==> config.mk <==
export PLATFORM = sky130hd
export DESIGN_NAME = rd_ctrl
export DESIGN_NICKNAME = d
export VERILOG_FILES = /design/src/hw/rtl/rd_pkg.sv /design/src/hw/rtl/rd_ctrl.sv
export SDC_FILE = /design/constraint.sdc
export NUM_CORES = 1
export LEC_CHECK = 0
export BUFFER_PORTS_ARGS = -buffer_cell sky130_fd_sc_hd__buf_2
export CORE_MARGIN = 3
export CORE_UTILIZATION = 51
export DETAILED_ROUTE_END_ITERATION = 10
export PLACE_DENSITY = 0.78
export SLEW_MARGIN = 5
export SYNTH_ARGS = -nofsm -noshare
export SYNTH_HDL_FRONTEND = slang
export SYNTH_SLANG_ARGS = --single-unit
==> constraint.sdc <==
create_clock -name aclk -period 3.1 [get_ports aclk]
set_input_delay 0.155 -clock aclk [delete_from_list [all_inputs] [get_ports aclk]]
set_output_delay 0.155 -clock aclk [all_outputs]
set_load 0.01 [all_outputs]
==> src/hw/rtl/rd_pkg.sv <==
package rd_pkg;

    localparam int DEPTH       = 1024;
    localparam int VALUE_WIDTH = 32;
    localparam int AW          = $clog2(DEPTH);
    localparam int CW          = $clog2(DEPTH + 1);

    localparam logic [2:0] OP_PUSH_FRONT = 3'd0;
    localparam logic [2:0] OP_PUSH_BACK  = 3'd1;
    localparam logic [2:0] OP_POP_BACK   = 3'd2;
    localparam logic [2:0] OP_POP_FRONT  = 3'd3;
    localparam logic [2:0] OP_REVERSE    = 3'd4;

    localparam logic [1:0] STAT_DONE  = 2'd0;
    localparam logic [1:0] STAT_VALID = 2'd1;
    localparam logic [1:0] STAT_EMPTY = 2'd2;
    localparam logic [1:0] STAT_FULL  = 2'd3;

    typedef enum logic {
        ST_IDLE,
        ST_POP_WAIT
    } rd_state_t;

    // one access per cycle to the entry store
    typedef struct packed {
        logic                   we;
        logic                   re;
        logic [AW-1:0]          addr;
        logic [VALUE_WIDTH-1:0] wdata;
    } rd_mem_req_t;

    function automatic logic [VALUE_WIDTH-1:0] to_store(input logic [31:0] v);
        logic [63:0] tmp;
        tmp = 64'(v);
        return tmp[VALUE_WIDTH-1:0];
    endfunction

    function automatic logic [31:0] to_out(input logic [VALUE_WIDTH-1:0] v);
        logic [63:0] tmp;
        tmp = 64'(v);
        return tmp[31:0];
    endfunction

endpackage

==> src/hw/rtl/rd_ctrl.sv <==
module rd_ctrl import rd_pkg::*; (
    input  logic                   aclk,
    input  logic                   aresetn,
    input  logic                   s_tvalid,
    output logic                   s_tready,
    input  logic [2:0]             op,
    input  logic [31:0]            value,
    output logic                   m_tvalid,
    input  logic                   m_tready,
    output logic [1:0]             status,
    output logic [31:0]            popped_value,
    output rd_mem_req_t            mem_req,
    input  logic [VALUE_WIDTH-1:0] mem_rdata
);

    localparam logic [AW+1:0] DEPTH_W = (AW + 2)'(DEPTH);
    localparam logic [CW-1:0] FULL_C  = CW'(DEPTH);
    localparam logic [AW-1:0] LAST_A  = AW'(DEPTH - 1);

    rd_state_t     state_reg, state_next;
    logic [AW-1:0] head_reg, head_next;
    logic [CW-1:0] count_reg, count_next;
    logic          rev_reg, rev_next;
    logic          out_valid_reg, out_valid_next;
    logic [1:0]    out_status_reg, out_status_next;
    logic [31:0]   out_data_reg, out_data_next;

    logic          accept;
    logic          phys_front;
    logic          is_pop;
    logic [AW-1:0] head_inc, head_dec;
    logic [AW+1:0] tail_sum, last_sum;
    logic [AW-1:0] tail_idx, last_idx;

    assign s_tready = (state_reg == ST_IDLE) && (!out_valid_reg || m_tready);
    assign accept   = s_tvalid && s_tready;
    assign is_pop   = (op == OP_POP_BACK) || (op == OP_POP_FRONT);
    assign phys_front = ((op == OP_PUSH_FRONT) || (op == OP_POP_FRONT)) != rev_reg;

    assign head_inc = (head_reg == LAST_A) ? '0 : head_reg + 1'b1;
    assign head_dec = (head_reg == '0) ? LAST_A : head_reg - 1'b1;

    // slot after the physical back, and the physical back itself
    assign tail_sum = (AW + 2)'(head_reg) + (AW + 2)'(count_reg);
    assign last_sum = tail_sum - 1'b1;
    always_comb begin
        logic [AW+1:0] t, l;
        t = (tail_sum >= DEPTH_W) ? tail_sum - DEPTH_W : tail_sum;
        l = (last_sum >= DEPTH_W) ? last_sum - DEPTH_W : last_sum;
        tail_idx = t[AW-1:0];
        last_idx = l[AW-1:0];
    end

    always_comb begin
        state_next = state_reg;
        case (state_reg)
            ST_IDLE: begin
                if (accept && is_pop && (count_reg != '0)) begin
                    state_next = ST_POP_WAIT;
                end
            end
            ST_POP_WAIT: state_next = ST_IDLE;
            default:     state_next = ST_IDLE;
        endcase
    end

    always_comb begin
        head_next       = head_reg;
        count_next      = count_reg;
        rev_next        = rev_reg;
        out_valid_next  = out_valid_reg && !m_tready;
        out_status_next = out_status_reg;
        out_data_next   = out_data_reg;
        mem_req         = '0;
        mem_req.wdata   = to_store(value);

        if (accept) begin
            out_valid_next  = 1'b1;
            out_status_next = STAT_DONE;
            out_data_next   = '0;
            case (op)
                OP_PUSH_FRONT, OP_PUSH_BACK: begin
                    if (count_reg == FULL_C) begin
                        out_status_next = STAT_FULL;
                    end else begin
                        mem_req.we = 1'b1;
                        count_next = count_reg + 1'b1;
                        if (phys_front) begin
                            head_next    = head_dec;
                            mem_req.addr = head_dec;
                        end else begin
                            mem_req.addr = tail_idx;
                        end
                    end
                end
                OP_POP_BACK, OP_POP_FRONT: begin
                    if (count_reg == '0) begin
                        out_status_next = STAT_EMPTY;
                    end else begin
                        // result lands when the store returns the data
                        out_valid_next = 1'b0;
                        mem_req.re     = 1'b1;
                        count_next     = count_reg - 1'b1;
                        if (phys_front) begin
                            mem_req.addr = head_reg;
                            head_next    = head_inc;
                        end else begin
                            mem_req.addr = last_idx;
                        end
                    end
                end
                OP_REVERSE: rev_next = !rev_reg;
                default: ;
            endcase
        end

        if (state_reg == ST_POP_WAIT) begin
            out_valid_next  = 1'b1;
            out_status_next = STAT_VALID;
            out_data_next   = to_out(mem_rdata);
        end
    end

    always_ff @(posedge aclk) begin
        if (!aresetn) begin
            state_reg     <= ST_IDLE;
            head_reg      <= '0;
            count_reg     <= '0;
            rev_reg       <= 1'b0;
            out_valid_reg <= 1'b0;
        end else begin
            state_reg     <= state_next;
            head_reg      <= head_next;
            count_reg     <= count_next;
            rev_reg       <= rev_next;
            out_valid_reg <= out_valid_next;
        end
        out_status_reg <= out_status_next;
        out_data_reg   <= out_data_next;
    end

    assign m_tvalid     = out_valid_reg;
    assign status       = out_status_reg;
    assign popped_value = out_data_reg;

endmodule

* Word-level counts from Yosys, hierarchy flattened
Index checks and enable logic that the tools add are counted.
W data, S select, Z words.
** Word-level totals
- Register bits after elaboration :: 58
- Bits of input ports :: 71
** Cells by class
- Reductions and logical operators :: 22
- Mux-type cells :: 32
- $lt $le $gt $ge :: 2
- Bitwise logic cells :: 1
- Equal/unequal tests :: 11
- Add/subtract/negate cells :: 8
** Operator list (number)
- $mux W10 :: 11
- $mux W32 :: 2
- $pmux W10 S2 :: 2
- $mux W11 :: 3
- $sub A10 B1 Y10 const B :: 3
- $ge A12 B11 Y1 const B :: 2
- $pmux W11 S2 :: 1
- $add A10 B11 Y12 :: 1
- $mux W12 :: 1
- $sub A12 B1 Y12 const B :: 1
- $add A11 B1 Y11 const B :: 1
- $eq A11 B11 Y1 const B :: 1
- $logic_not A11 Y1 :: 1
- $reduce_bool A11 Y1 :: 1
- $sub A11 B1 Y11 const B :: 1
- $add A10 B1 Y10 const B :: 1
- $eq A10 B10 Y1 const B :: 1
- $logic_not A10 Y1 :: 1
- $mux W1 :: 8
- $ne A2 B2 Y1 const B :: 4
- $eq A3 B2 Y1 const B :: 2
- $reduce_and A6 Y1 :: 1
- $logic_and A1 B1 Y1 :: 5
- $mux W2 :: 2
- other kinds (13) :: 19

* Depth between registers and ports, before layout
Gate-level depths: netlist of the first run.
- Depth in word-level cells :: 8
- Mapped depth :: 11
- Mapped depth without buffers :: 10

* Worst setup path before layout of the first run
No wires, ideal clock.
- Path type :: input to register
- From :: input port op[2]
- To :: register count_reg[10]
- Stages :: 11
- Data required time :: 3.029 ns
- Slack :: 0.376 ns
- Arrival time :: 2.653 ns
- Path through :: nand2b_1 > inv_1 > clkbuf_1 > ha_1 > o21a_1 > o21a_1 > and3_1 > a211oi_1 > xnor2_1 > or3_1 > a21oi_1
** Between the ends
- Word-level cells in the longest chain between the ends :: 4
- Elaborated cells between the ends (all ways) :: 11
- Those cells by class :: 5 x eq/ne; 1 x mux; 5 x reduce/logical
** RTL lines
- from (decl) :: RTL line rd_ctrl.sv:6 : input logic [2:0] op,
- $eq A3 B2 Y1 (tied with other cells) :: RTL line rd_ctrl.sv:81 : case (op)
- $reduce_or A2 Y1 :: RTL line rd_ctrl.sv:81
- $ne A2 B2 Y1 (no line) / $reduce_bool A2 Y1 (equally long branches)
- $reduce_and A4 Y1 (no line)
- to (signal assigned) :: RTL line rd_ctrl.sv:134 : count_reg <= count_next;
- to (decl) :: RTL line rd_ctrl.sv:22 : logic [CW-1:0] count_reg, count_next;
Parallel ways exist; a longest one is shown, timed or not.
A chain may end at the register's enable or synchronous reset.

==> flow_metrics.py, run 1 <==
metrics = {
    "outcome": {
        "run_status": "finished, final reports clean",
    },
    "placed_design": {
        "port-buffer-count": 86,
        "hpwl_um": 8240,
        "routabilityCongestion": 0.950,
        "placement.setup.worst_slack_ps": 260,
        "post-place-cells": 639,
        "placement.cell_area_um2": 4610,
    },
    "cells_and_area": {
        "final.fill_count": 676,
        "layout.cells.most_common": "sky130_fd_sc_hd__buf_2",
        "layout_common_cells": "sky130_fd_sc_hd__buf_2 (86), sky130_fd_sc_hd__nor2_1 (36), sky130_fd_sc_hd__nand2_1 (36), sky130_fd_sc_hd__and2_1 (34), sky130_fd_sc_hd__edfxtp_1 (32)",
        "postLayoutCellArea_um2": 4910,
        "largest_reg_flops": 32,
        "fraction_of_layout_cells_with_a_size_suffix_above_1_pct": 25.6,
        "antenna-diode-count": 0,
        "ff_latch_area_um2": 1490,
        "flow.area_growth_from_synthesis_pct": 15.0,
        "design.final.nets": 644,
        "multiInputGateArea_um2": 2420,
        "postLayoutCoreUtil_pct": 62.0,
        "stdcell_count": 657,
    },
    "floorplanning": {
        "ios": 151,
        "floorplan.die_area_um2": 9510,
        "die_w_um": 97.5,
        "coreArea_um2": 7930,
        "fp.dieH_um": 97.5,
        "rows": 32,
        "start_util_pct": 53.9,
    },
    "clock_network": {
        "cts.htree.levels": 3,
        "clkTransAtPathRegs_ps": 60,
        "worstSkewPairLatency_ps": 340,
        "cts_tree": "done",
        "ctsRootBufferMaster": "sky130_fd_sc_hd__clkbuf_8",
        "max-clock-path-buffers": 2,
        "cts_inserted_buffers": 9,
        "cts_sinks": 58,
        "postCtsHoldBufs": 0,
    },
    "pwr": {
        "worst_ir_drop_vdd_mv": 0.212,
        "power_density_nw_per_um2": 475,
        "report.power.total_mw": 2.33,
        "power.leakage_nw": 2.12,
    },
    "flow_run": {
        "total_of_max_cap_violations": 0,
    },
    "logic_synthesis": {
        "post_synthesis_instance_area_um2": 4270,
        "yosys_register_bits": 58,
        "postSynthNetCount": 584,
        "sequential_cell_area_fraction_in_the_yosys_report_pct": 34.7,
        "number_of_warning_messages_in_the_yosys_log": 0,
        "synth_enable_flop_cells": 32,
        "synth_async_reset_ratio_pct": 0,
        "syn_avg_cell_area_um2": 8.72,
        "synth_flop_cell": "sky130_fd_sc_hd__edfxtp_1",
        "synthesis.instances": 490,
        "synth.lib_cells_used.distinct": 64,
    },
    "critical_path": {
        "worstSetupStartpoint": "count_reg[1]",
        "crit_path_end": "mem_req[41]",
        "slowest_stage": "sky130_fd_sc_hd__dfxtp_1",
        "worst_r2r_endpoint": "head_reg[0]",
        "cp_max_fo": 6,
        "critPathLaunchType": "flop",
        "criticalPathCategory": "flop to output port",
        "timing.reg2reg.setup_slack_ps": 480,
        "crit_arrival_ps": 2870,
        "cp_slowest_stage_delay_ps": 450,
        "timing.rr.start": "count_reg[4]",
        "path_cells": "ha_1 > a211oi_1 > nor3b_1 > o31ai_1 > xor2_1 > buf_4 > nand4_1 > or3_1 > nand3_1 > buf_2",
        "path_depth_of_the_worst_reg2reg_path": 7,
        "timing.critical_path.to_type": "output port",
        "timing.critical_path.required_ps": 2940,
    },
    "detailed_routing": {
        "detail_route.first_pass.iterations": 5,
        "drtIter0Drc": 383,
        "detail-route-antenna-nets": 0,
        "drc": 0,
        "vias": 3817,
        "routedWlPerCell_um": 16.4,
        "drt_wl_total_um": 10800,
        "post_drt_via_cell_ratio": 5.81,
    },
    "global_routing": {
        "grt_start_max_net_pins": 37,
        "number_of_antenna_violations_at_the_first_check_in_global_routing": 0,
        "grt_use_met3_pct": 5.74,
        "grt_most_used_layer": "met2",
        "number_of_global_route_vias_before_repair": 3537,
        "grt_overflow": 0,
        "grt_pass1_wl_um": 17200,
        "global_route.usage.met2_pct": 36.7,
        "grtUsageTotal_pct": 21.9,
        "groute.layer.met1.usage_pct": 27.0,
    },
    "sta": {
        "finalHoldViolCount": 0,
        "clock.fmax_mhz": 330,
        "worst_hold_slack_ps": 80.8,
        "final_max_slew_viol_count": 0,
        "setup-tns-final_ps": 0,
        "final_setup_violation_count": 0,
        "fin_skew_ps": 14.7,
        "layout_worst_path_cycle_share_pct": 97.7,
        "worst_margin_pin_slew_ps": 808,
        "finalWorstSetupSlack_ps": 70.1,
        "post-route-min-period_ps": 3030,
        "max-slew-margin-rel_pct": 46.2,
    },
    "min_path": {
        "class_of_the_tightest_hold_or_removal_check": "input pin to flop",
    },
}
-- Yosys cell counts, drive strengths merged (3+ instances only) --
cell / count / area, um2
buf: 38 / 280
a21o: 5 / 37.5
clkbuf: 18 / 67.6
dfxtp: 26 / 521
inv: 15 / 56.3
and3: 5 / 31.3
edfxtp: 32 / 961
a21oi: 32 / 160
a2bb2oi: 4 / 35.0
mux2i: 5 / 50.1
or3: 5 / 31.3
a211oi: 9 / 77.6
nand3: 13 / 65.1
nor3: 19 / 95.1
nor2: 36 / 135
o22ai: 6 / 37.5
xor2: 17 / 149
o211ai: 6 / 45.0
or4: 4 / 41.3
nand2: 37 / 155
o21ai: 29 / 149
a221oi: 3 / 26.3
and2: 34 / 213
or2: 5 / 31.3
nand4: 7 / 43.8
ha: 21 / 263
xnor2: 17 / 149
o21a: 8 / 60.1
nand2b: 4 / 25.0
-- how the worst min path moves through the flow --
| stage | startpoint | end | slack (ps) | depth (start not counted) |
|---|---|---|---|---|
| 2_1_floorplan | aresetn | count_reg[7] | 290 | 2 |
| 3_3_place_gp | value[11] | mem_req[11] | 310 | 0 |
| 3_5_place_dp | value[11] | mem_req[11] | 310 | 0 |
| 4_1_cts | s_tvalid | m_tvalid | 80 | 3 |
| 5_1_grt | mem_rdata[3] | popped_value[3] | 80 | 2 |
| 6_report | s_tvalid | m_tvalid | 80 | 3 |
-- kinds of logic (layout without fill, tap and decap cells) --
family | Yosys count | after routing | share of synthesized area [%]
buf+inv | 71 | 136 | 9.46
xor+xnor | 34 | 34 | 6.97
fa+ha+maj | 23 | 23 | 7.09
simple gates | 177 | 177 | 21.8
compound gates | 122 | 122 | 18.9
flops | 58 | 58 | 34.7
mux | 5 | 5 | 1.17
-- critical path: cells and delay by family, from the launching register on --
kind | cells | cell delay, ps
flip-flops | 1 | 450
adder cells (fa/ha/maj) | 1 | 300
buffers and inverters | 2 | 280
AND/OR/NAND/NOR | 4 | 710
XOR/XNOR | 1 | 180
AO/OA/AOI/OAI | 2 | 620
-- where the power goes --
group / internal (mW) / switching [mW]
sequential: 0.858 / 0.0328
clock: 0.540 / 0.328
combinational: 0.237 / 0.336
total: 1.64 / 0.697
-- per-layer routing --
metal / part of all wire [%] / vias up
li1: - / 1862
met1: 41 / 1725
met2: 48 / 179
met3: 7.9 / 51
met4: 3.3 / 0
met5: 0 / -
-- repair_timing --
item,CTS,global route
pin swaps,0,2
endpoints found under the setup margin,1,3
resized for setup,2,8
cloned,0,0
setup buffers,0,2
-- layout make-up --
class,count,area share (%)
clock inverters,7,2.52
clock buffers,9,2.52
well taps,102,2.60
multi-input cells,361,49.3
inverters,15,1.15
flip-flops and latches,58,30.2
repair buffers,105,11.7
(Power assumes the default switching activity.)
==> inputs of run 2 (changes only) <==
--- a/config.mk
+++ b/config.mk
@@ -6,10 +6,10 @@
 export NUM_CORES = 1
 export LEC_CHECK = 0
 export BUFFER_PORTS_ARGS = -buffer_cell sky130_fd_sc_hd__buf_2
-export CORE_MARGIN = 3
-export CORE_UTILIZATION = 51
+export CORE_MARGIN = 4
+export CORE_UTILIZATION = 55
 export DETAILED_ROUTE_END_ITERATION = 10
-export PLACE_DENSITY = 0.78
+export PLACE_DENSITY = 0.83
 export SLEW_MARGIN = 5
 export SYNTH_ARGS = -nofsm -noshare
 export SYNTH_HDL_FRONTEND = slang
==> constraint.sdc (replaced) <==
create_clock -name aclk -period 3.6 [get_ports aclk]
set_input_delay 0.18 -clock aclk [delete_from_list [all_inputs] [get_ports aclk]]
set_output_delay 0.18 -clock aclk [all_outputs]
set_load 0.01 [all_outputs]
==> run 2 against run 1 <==
- worst setup slack better by 220 ps
- power down 14%
- global-route usage up 1.6 points
- register-to-register slack better by 520 ps
- die area down 2.8%
- clock skew down 4.5 ps
- sequential share of layout area up 0.59 points
- utilization up 3.0 points
- wire length down 0.71%
- clock-buffer cell count unchanged
- largest cell class unchanged
==> flow_metrics.py, run 2 (synthesis results as in run 1) <==
metrics = {
    "clock_network": {
        "max-clock-path-buffers": 2,
        "post-cts-setup-buffer-count": 0,
        "postCtsHoldBufs": 0,
        "clkTransAtPathRegs_ps": 70,
        "ctsRootBufferMaster": "sky130_fd_sc_hd__clkbuf_8",
        "cts_inserted_buffers": 9,
        "cts_sinks": 58,
        "worstSkewPairLatency_ps": 350,
        "cts.htree.levels": 3,
        "cts_resized": 0,
        "cts_tree": "done",
    },
    "min_path": {
        "class_of_the_tightest_hold_or_removal_check": "input pin to flop",
        "hold_path.startpoint": "s_tvalid",
        "hold_path_end": "m_tvalid",
        "hold_path_depth": 3,
    },
    "critical_path": {
        "timing.critical_path.to_type": "output port",
        "path_cells": "ha_1 > inv_1 > fa_1 > nor2b_1 > o21ai_1 > xnor2_1 > nor3_1 > nand4_1 > or3_1 > nand3_1 > buf_2",
        "critPathLaunchType": "flop",
        "criticalPathCategory": "flop to output port",
        "path_depth_of_the_worst_reg2reg_path": 10,
        "slowest_stage": "sky130_fd_sc_hd__dfxtp_1",
        "cp_slowest_stage_delay_ps": 440,
        "timing.rr.start": "head_reg[0]",
        "worst_r2r_endpoint": "head_reg[3]",
        "crit_arrival_ps": 3130,
        "timing.critical_path.required_ps": 3420,
        "cp_max_fo": 5,
        "timing.reg2reg.setup_slack_ps": 1000,
    },
    "sta": {
        "layout_worst_path_cycle_share_pct": 92.0,
        "post-route-min-period_ps": 3310,
        "finalHoldViolCount": 0,
        "final_setup_violation_count": 0,
        "fin_skew_ps": 10.2,
        "worst_margin_pin_slew_ps": 964,
        "setup-tns-final_ps": 0,
        "max-slew-margin-rel_pct": 35.6,
        "grt_setup_unrepaired": "false",
        "clock.fmax_mhz": 302,
        "final_max_slew_viol_count": 0,
    },
    "global_routing": {
        "grt_start_max_net_pins": 39,
        "number_of_global_route_vias_before_repair": 3572,
        "grt_pass1_wl_um": 17000,
        "grt_overflow": 0,
        "number_of_antenna_violations_at_the_first_check_in_global_routing": 0,
        "grtUsageTotal_pct": 23.5,
    },
    "placed_design": {
        "port-buffer-count": 86,
        "hpwl_um": 8150,
        "routabilityCongestion": 1.01,
    },
    "pwr": {
        "worst_ir_drop_vdd_mv": 0.223,
        "power.leakage_nw": 2.08,
        "power_density_nw_per_um2": 416,
        "report.power.total_mw": 2.00,
    },
    "outcome": {
        "run_status": "finished, final reports clean",
    },
    "cells_and_area": {
        "ff_latch_area_um2": 1480,
        "final.fill_count": 604,
        "multiInputGateArea_um2": 2390,
        "antenna-diode-count": 0,
        "fraction_of_layout_cells_with_a_size_suffix_above_1_pct": 23.0,
        "postLayoutCoreUtil_pct": 64.9,
        "design.final.nets": 636,
        "layout_common_cells": "sky130_fd_sc_hd__buf_2 (86), sky130_fd_sc_hd__nor2_1 (36), sky130_fd_sc_hd__nand2_1 (36), sky130_fd_sc_hd__and2_1 (34)",
        "layout.cells.most_common": "sky130_fd_sc_hd__buf_2",
        "largest_reg_flops": 32,
        "flow.area_growth_from_synthesis_pct": 12.6,
    },
    "floorplanning": {
        "ios": 151,
        "die_w_um": 96.1,
        "start_util_pct": 57.7,
        "floorplan.die_area_um2": 9240,
        "rows": 31,
        "fp.dieH_um": 96.1,
        "coreArea_um2": 7410,
    },
    "detailed_routing": {
        "vias": 3825,
        "drtIter0Drc": 371,
        "detail_route.first_pass.iterations": 5,
        "routedWlPerCell_um": 16.6,
        "post_drt_via_cell_ratio": 5.92,
        "detail-route-antenna-nets": 0,
        "drc": 0,
        "drt_wl_total_um": 10700,
    },
    "flow_run": {
        "total_of_max_cap_violations": 0,
    },
}
-- run 2: cell count changes in the layout (fill, tap and decap cells not counted), sizes merged --
cell,before,now
clkinvlp,1,0
inv,17,16
buf,105,97
clkinv,1,3
-- run 2: worst max-delay path, delay by kind of cell, from the launching register on --
kind / cells / cell delay [ps]
DFF: 1 / 440
buffers and inverters: 2 / 190
xor gates and xnor gates: 1 / 180
AOI/OAI and AO/OA: 1 / 110
and+or+nand+nor: 5 / 1230
adders and majority gates: 2 / 640
-- run 2: per-stage QoR --
stage / instance area (um2) / hold slack, ps / setup WS [ps] / cells
after detailed placement: 4560 / 360 / 586 / 630
after global placement: 4560 / 360 / 756 / 630
final: 4810 / 105 / 290 / 646
after floorplan: 4270 / 317 / 851 / 490
after CTS: 4810 / 86.3 / 196 / 646
after global routing: 4810 / 100 / 78.5 / 646
-- run 2: report_power, final --
group	switching [mW]	internal (mW)	leakage, nW	total (mW)
combinational	0.282	0.193	1.42	0.474
sequential	0.0337	0.739	0.537	0.773
clock	0.289	0.465	0.124	0.754
total	0.604	1.40	2.08	2.00
-- run 2: worst max-delay path by stage --
stage,start,to,slack (ps),cells after the start
floorplan,op[2],count_reg[10],850,11
global placement,head_reg[1],mem_req[41],760,10
CTS,head_reg[1],mem_req[41],200,10
finish,count_reg[0],mem_req[41],290,11
global route,count_reg[0],mem_req[41],80,11
detailed placement,head_reg[1],mem_req[41],590,10
-- run 2: per-layer routing --
metal / vias to the layer above / GRT usage [%] / wire, um / share of wire, %
met5: - / 0 / 0 / 0
met4: 0 / 8.77 / 301 / 2.8
met3: 47 / 6.33 / 1030 / 9.6
met2: 179 / 39.3 / 5220 / 49
met1: 1757 / 28.8 / 4180 / 39
li1: 1842 / - / - / -
-- run 2: cell type report --
| cell class | instances | area share (%) |
|---|---|---|
| clock buffer | 9 | 2.57 |
| sequential | 58 | 30.8 |
| clock inverter | 7 | 2.60 |
| timing repair buffer | 97 | 10.7 |
| multi-input combinational | 361 | 49.6 |
| inverter | 15 | 1.17 |
| tap | 99 | 2.57 |
==> inputs of run 3 (changes only) <==
--- a/config.mk
+++ b/config.mk
@@ -5,9 +5,10 @@
 export SDC_FILE = /design/constraint.sdc
 export NUM_CORES = 1
 export LEC_CHECK = 0
+export ABC_AREA = 1
 export BUFFER_PORTS_ARGS = -buffer_cell sky130_fd_sc_hd__buf_2
 export CORE_MARGIN = 4
-export CORE_UTILIZATION = 55
+export CORE_UTILIZATION = 56
 export DETAILED_ROUTE_END_ITERATION = 10
 export PLACE_DENSITY = 0.83
 export SLEW_MARGIN = 5
==> run 3 against run 2 <==
- sequential share of layout area decreased by 1.5 points
- final area increased by 4.9%
- synthesized area increased by 7.6%
- global-route usage increased by 1.3 points
- via count increased by 12%
- die area increased by 5.2%
- utilization decreased by 0.65 points
- critical path depth increased by 3
- first-iteration DRC count decreased by 20%
==> flow_metrics.py, run 3 <==
metrics = {
    "detailed_routing": {
        "detail-route-antenna-nets": 0,
        "drt_wl_total_um": 11900,
        "drtIter0Drc": 295,
        "routedWlPerCell_um": 15.1,
        "post_drt_via_cell_ratio": 5.47,
        "drc": 0,
        "detail_route.first_pass.iterations": 5,
        "vias": 4296,
    },
    "logic_synthesis": {
        "synth_flop_cell": "sky130_fd_sc_hd__edfxtp_1",
        "synthesis.instances": 631,
        "synth_area_leaders": "sky130_fd_sc_hd__edfxtp_1 (21%), sky130_fd_sc_hd__nand2_1 (12%), sky130_fd_sc_hd__dfxtp_1 (11%), sky130_fd_sc_hd__inv_1 (6.9%), sky130_fd_sc_hd__ha_1 (5.7%)",
        "synth_async_reset_ratio_pct": 0,
        "post_synth_most_frequent_cells": "sky130_fd_sc_hd__nand2_1 (148), sky130_fd_sc_hd__inv_1 (85), sky130_fd_sc_hd__a21oi_1 (51)",
        "synth.lib_cells_used.distinct": 49,
        "syn_avg_cell_area_um2": 7.29,
        "yosys_register_bits": 58,
        "netlist.area_leader.share_pct": 20.9,
        "post_synthesis_instance_area_um2": 4600,
        "postSynthNetCount": 725,
        "synth_most_common_cell": "sky130_fd_sc_hd__nand2_1",
        "number_of_warning_messages_in_the_yosys_log": 0,
        "yosys_top_cell_by_area": "sky130_fd_sc_hd__edfxtp_1",
        "sequential_cell_area_fraction_in_the_yosys_report_pct": 32.2,
        "synth_enable_flop_cells": 32,
    },
    "sta": {
        "post-route-min-period_ps": 3140,
        "clock.fmax_mhz": 319,
        "final_setup_violation_count": 0,
        "final_max_slew_viol_count": 0,
        "layout_worst_path_cycle_share_pct": 87.1,
        "max-slew-margin-rel_pct": 39.0,
        "setup-tns-final_ps": 0,
        "finalHoldViolCount": 0,
        "worst_margin_pin_slew_ps": 914,
        "grt_setup_unrepaired": "false",
        "fin_skew_ps": 9.93,
    },
    "cells_and_area": {
        "multiInputGateArea_um2": 2380,
        "antenna-diode-count": 0,
        "flow.area_growth_from_synthesis_pct": 9.74,
        "ff_latch_area_um2": 1480,
        "layout_common_cells": "sky130_fd_sc_hd__nand2_1 (148), sky130_fd_sc_hd__buf_2 (86), sky130_fd_sc_hd__inv_1 (85), sky130_fd_sc_hd__a21oi_1 (51), sky130_fd_sc_hd__nor2_1 (41)",
        "largest_reg_flops": 32,
        "postLayoutCoreUtil_pct": 64.3,
        "final.fill_count": 716,
        "fraction_of_layout_cells_with_a_size_suffix_above_1_pct": 21.5,
        "layout.cells.most_common": "sky130_fd_sc_hd__nand2_1",
        "design.final.nets": 773,
    },
    "clock_network": {
        "max-clock-path-buffers": 2,
        "cts_inserted_buffers": 9,
        "ctsRootBufferMaster": "sky130_fd_sc_hd__clkbuf_8",
        "postCtsHoldBufs": 0,
        "cts.htree.levels": 3,
        "cts_resized": 0,
        "cts_tree": "done",
        "cts_sinks": 58,
        "clkTransAtPathRegs_ps": 80,
        "worstSkewPairLatency_ps": 340,
        "post-cts-setup-buffer-count": 0,
    },
    "critical_path": {
        "cp_max_fo": 6,
        "timing.critical_path.to_type": "output port",
        "timing.critical_path.required_ps": 3420,
        "crit_arrival_ps": 2960,
        "path_depth_of_the_worst_reg2reg_path": 8,
        "critPathLaunchType": "flop",
        "criticalPathCategory": "flop to output port",
    },
    "global_routing": {
        "grt_start_max_net_pins": 36,
        "number_of_antenna_violations_at_the_first_check_in_global_routing": 0,
        "grt_overflow": 0,
        "grt_pass1_wl_um": 19700,
        "grtUsageTotal_pct": 24.8,
        "number_of_global_route_vias_before_repair": 4199,
    },
    "flow_run": {
        "total_of_max_cap_violations": 0,
    },
    "floorplanning": {
        "floorplan.die_area_um2": 9720,
        "die_w_um": 98.6,
        "rows": 32,
        "coreArea_um2": 7850,
        "ios": 151,
        "start_util_pct": 58.6,
        "fp.dieH_um": 98.6,
    },
    "min_path": {
        "hold_path_depth": 3,
        "class_of_the_tightest_hold_or_removal_check": "input pin to flop",
    },
    "placed_design": {
        "hpwl_um": 9140,
        "routabilityCongestion": 0.977,
        "port-buffer-count": 86,
    },
    "pwr": {
        "report.power.total_mw": 2.06,
        "worst_ir_drop_vdd_mv": 0.241,
        "power_density_nw_per_um2": 409,
        "power.leakage_nw": 2.66,
    },
    "outcome": {
        "run_status": "finished, final reports clean",
    },
}
-- run 3: changes by cell type after synthesis, moves of 7 or more --
cell and change:
sky130_fd_sc_hd__nand2_1 +112, sky130_fd_sc_hd__inv_1 +70, sky130_fd_sc_hd__and2_1 -34, sky130_fd_sc_hd__nand3_1 +24
sky130_fd_sc_hd__a21oi_1 +19, sky130_fd_sc_hd__nor3_1 -14, sky130_fd_sc_hd__clkbuf_1 -13, sky130_fd_sc_hd__nand2_2 +9
sky130_fd_sc_hd__o21ai_0 +9, sky130_fd_sc_hd__xnor2_1 -9, sky130_fd_sc_hd__o21a_1 -8, sky130_fd_sc_hd__a211oi_1 -7
sky130_fd_sc_hd__inv_2 +7, sky130_fd_sc_hd__xor2_1 -7
-- run 3: worst paths after layout --
path                            slack (ps)          start               end
worst max register to register        1190      state_reg       head_reg[6]
worst min register to register         470      status[1]         status[1]
worst max-delay path                   460   count_reg[0]       mem_req[40]
worst min-delay path                   100  mem_rdata[12]  popped_value[12]
-- run 3: metrics by stage --
step	area (um2)	cells	hold slack, ps	setup WS, ps
after global placement	4800	770	360	969
after floorplan	4600	631	325	1210
after global routing	5040	786	76.8	244
final	5040	786	95.6	464
after detailed placement	4800	770	360	871
after CTS	5040	786	79.9	493
-- run 3: cell families after synthesis --
| group | count (synthesis) | synth area share [%] |
|---|---|---|
| flops | 58 | 32.2 |
| buf+inv | 145 | 15.9 |
| simple gates | 278 | 28.3 |
| fa+ha+maj | 23 | 6.59 |
| xor+xnor | 18 | 3.43 |
| compound gates | 109 | 13.5 |
-- run 3: area by class of cell --
cell class,instances,share of cell area [%]
inverters,94,7.09
flip-flops and latches,58,29.4
multi-input cells,428,47.2
well taps,102,2.53
clock inverters,7,2.48
repair buffers,88,8.83
clock buffers,9,2.46
-- run 3: layer usage --
| layer | vias to the layer above | wire [um] | part of all wire, % | track usage, % |
|---|---|---|---|---|
| li1 | 2123 | - | - | - |
| met5 | - | 0 | 0 | 0 |
| met4 | 0 | 235 | 2.0 | 6.93 |
| met3 | 32 | 871 | 7.3 | 5.94 |
| met1 | 1982 | 4750 | 40 | 29.7 |
| met2 | 159 | 6030 | 51 | 44.4 |
-- run 3: critical path: stages (launching register included) --
cell	delay (ps)
sky130_fd_sc_hd__dfxtp_1	490
sky130_fd_sc_hd__ha_1	300
sky130_fd_sc_hd__inv_1	70
sky130_fd_sc_hd__fa_1	390
sky130_fd_sc_hd__inv_1	120
sky130_fd_sc_hd__nand2_1	90
sky130_fd_sc_hd__and2_2	210
sky130_fd_sc_hd__nor2_2	110
sky130_fd_sc_hd__nand2_2	90
sky130_fd_sc_hd__nor2_2	140
sky130_fd_sc_hd__nand4_1	120
sky130_fd_sc_hd__nand3_1	90
sky130_fd_sc_hd__nand3_1	110
sky130_fd_sc_hd__a21oi_1	140
sky130_fd_sc_hd__buf_2	150
-- run 3: where the power goes --
group / total, mW / switching [mW] / internal (mW) / leakage (nW)
clock network: 0.751 / 0.285 / 0.465 / 0.124
logic: 0.531 / 0.343 / 0.188 / 2.00
registers: 0.782 / 0.0343 / 0.748 / 0.537
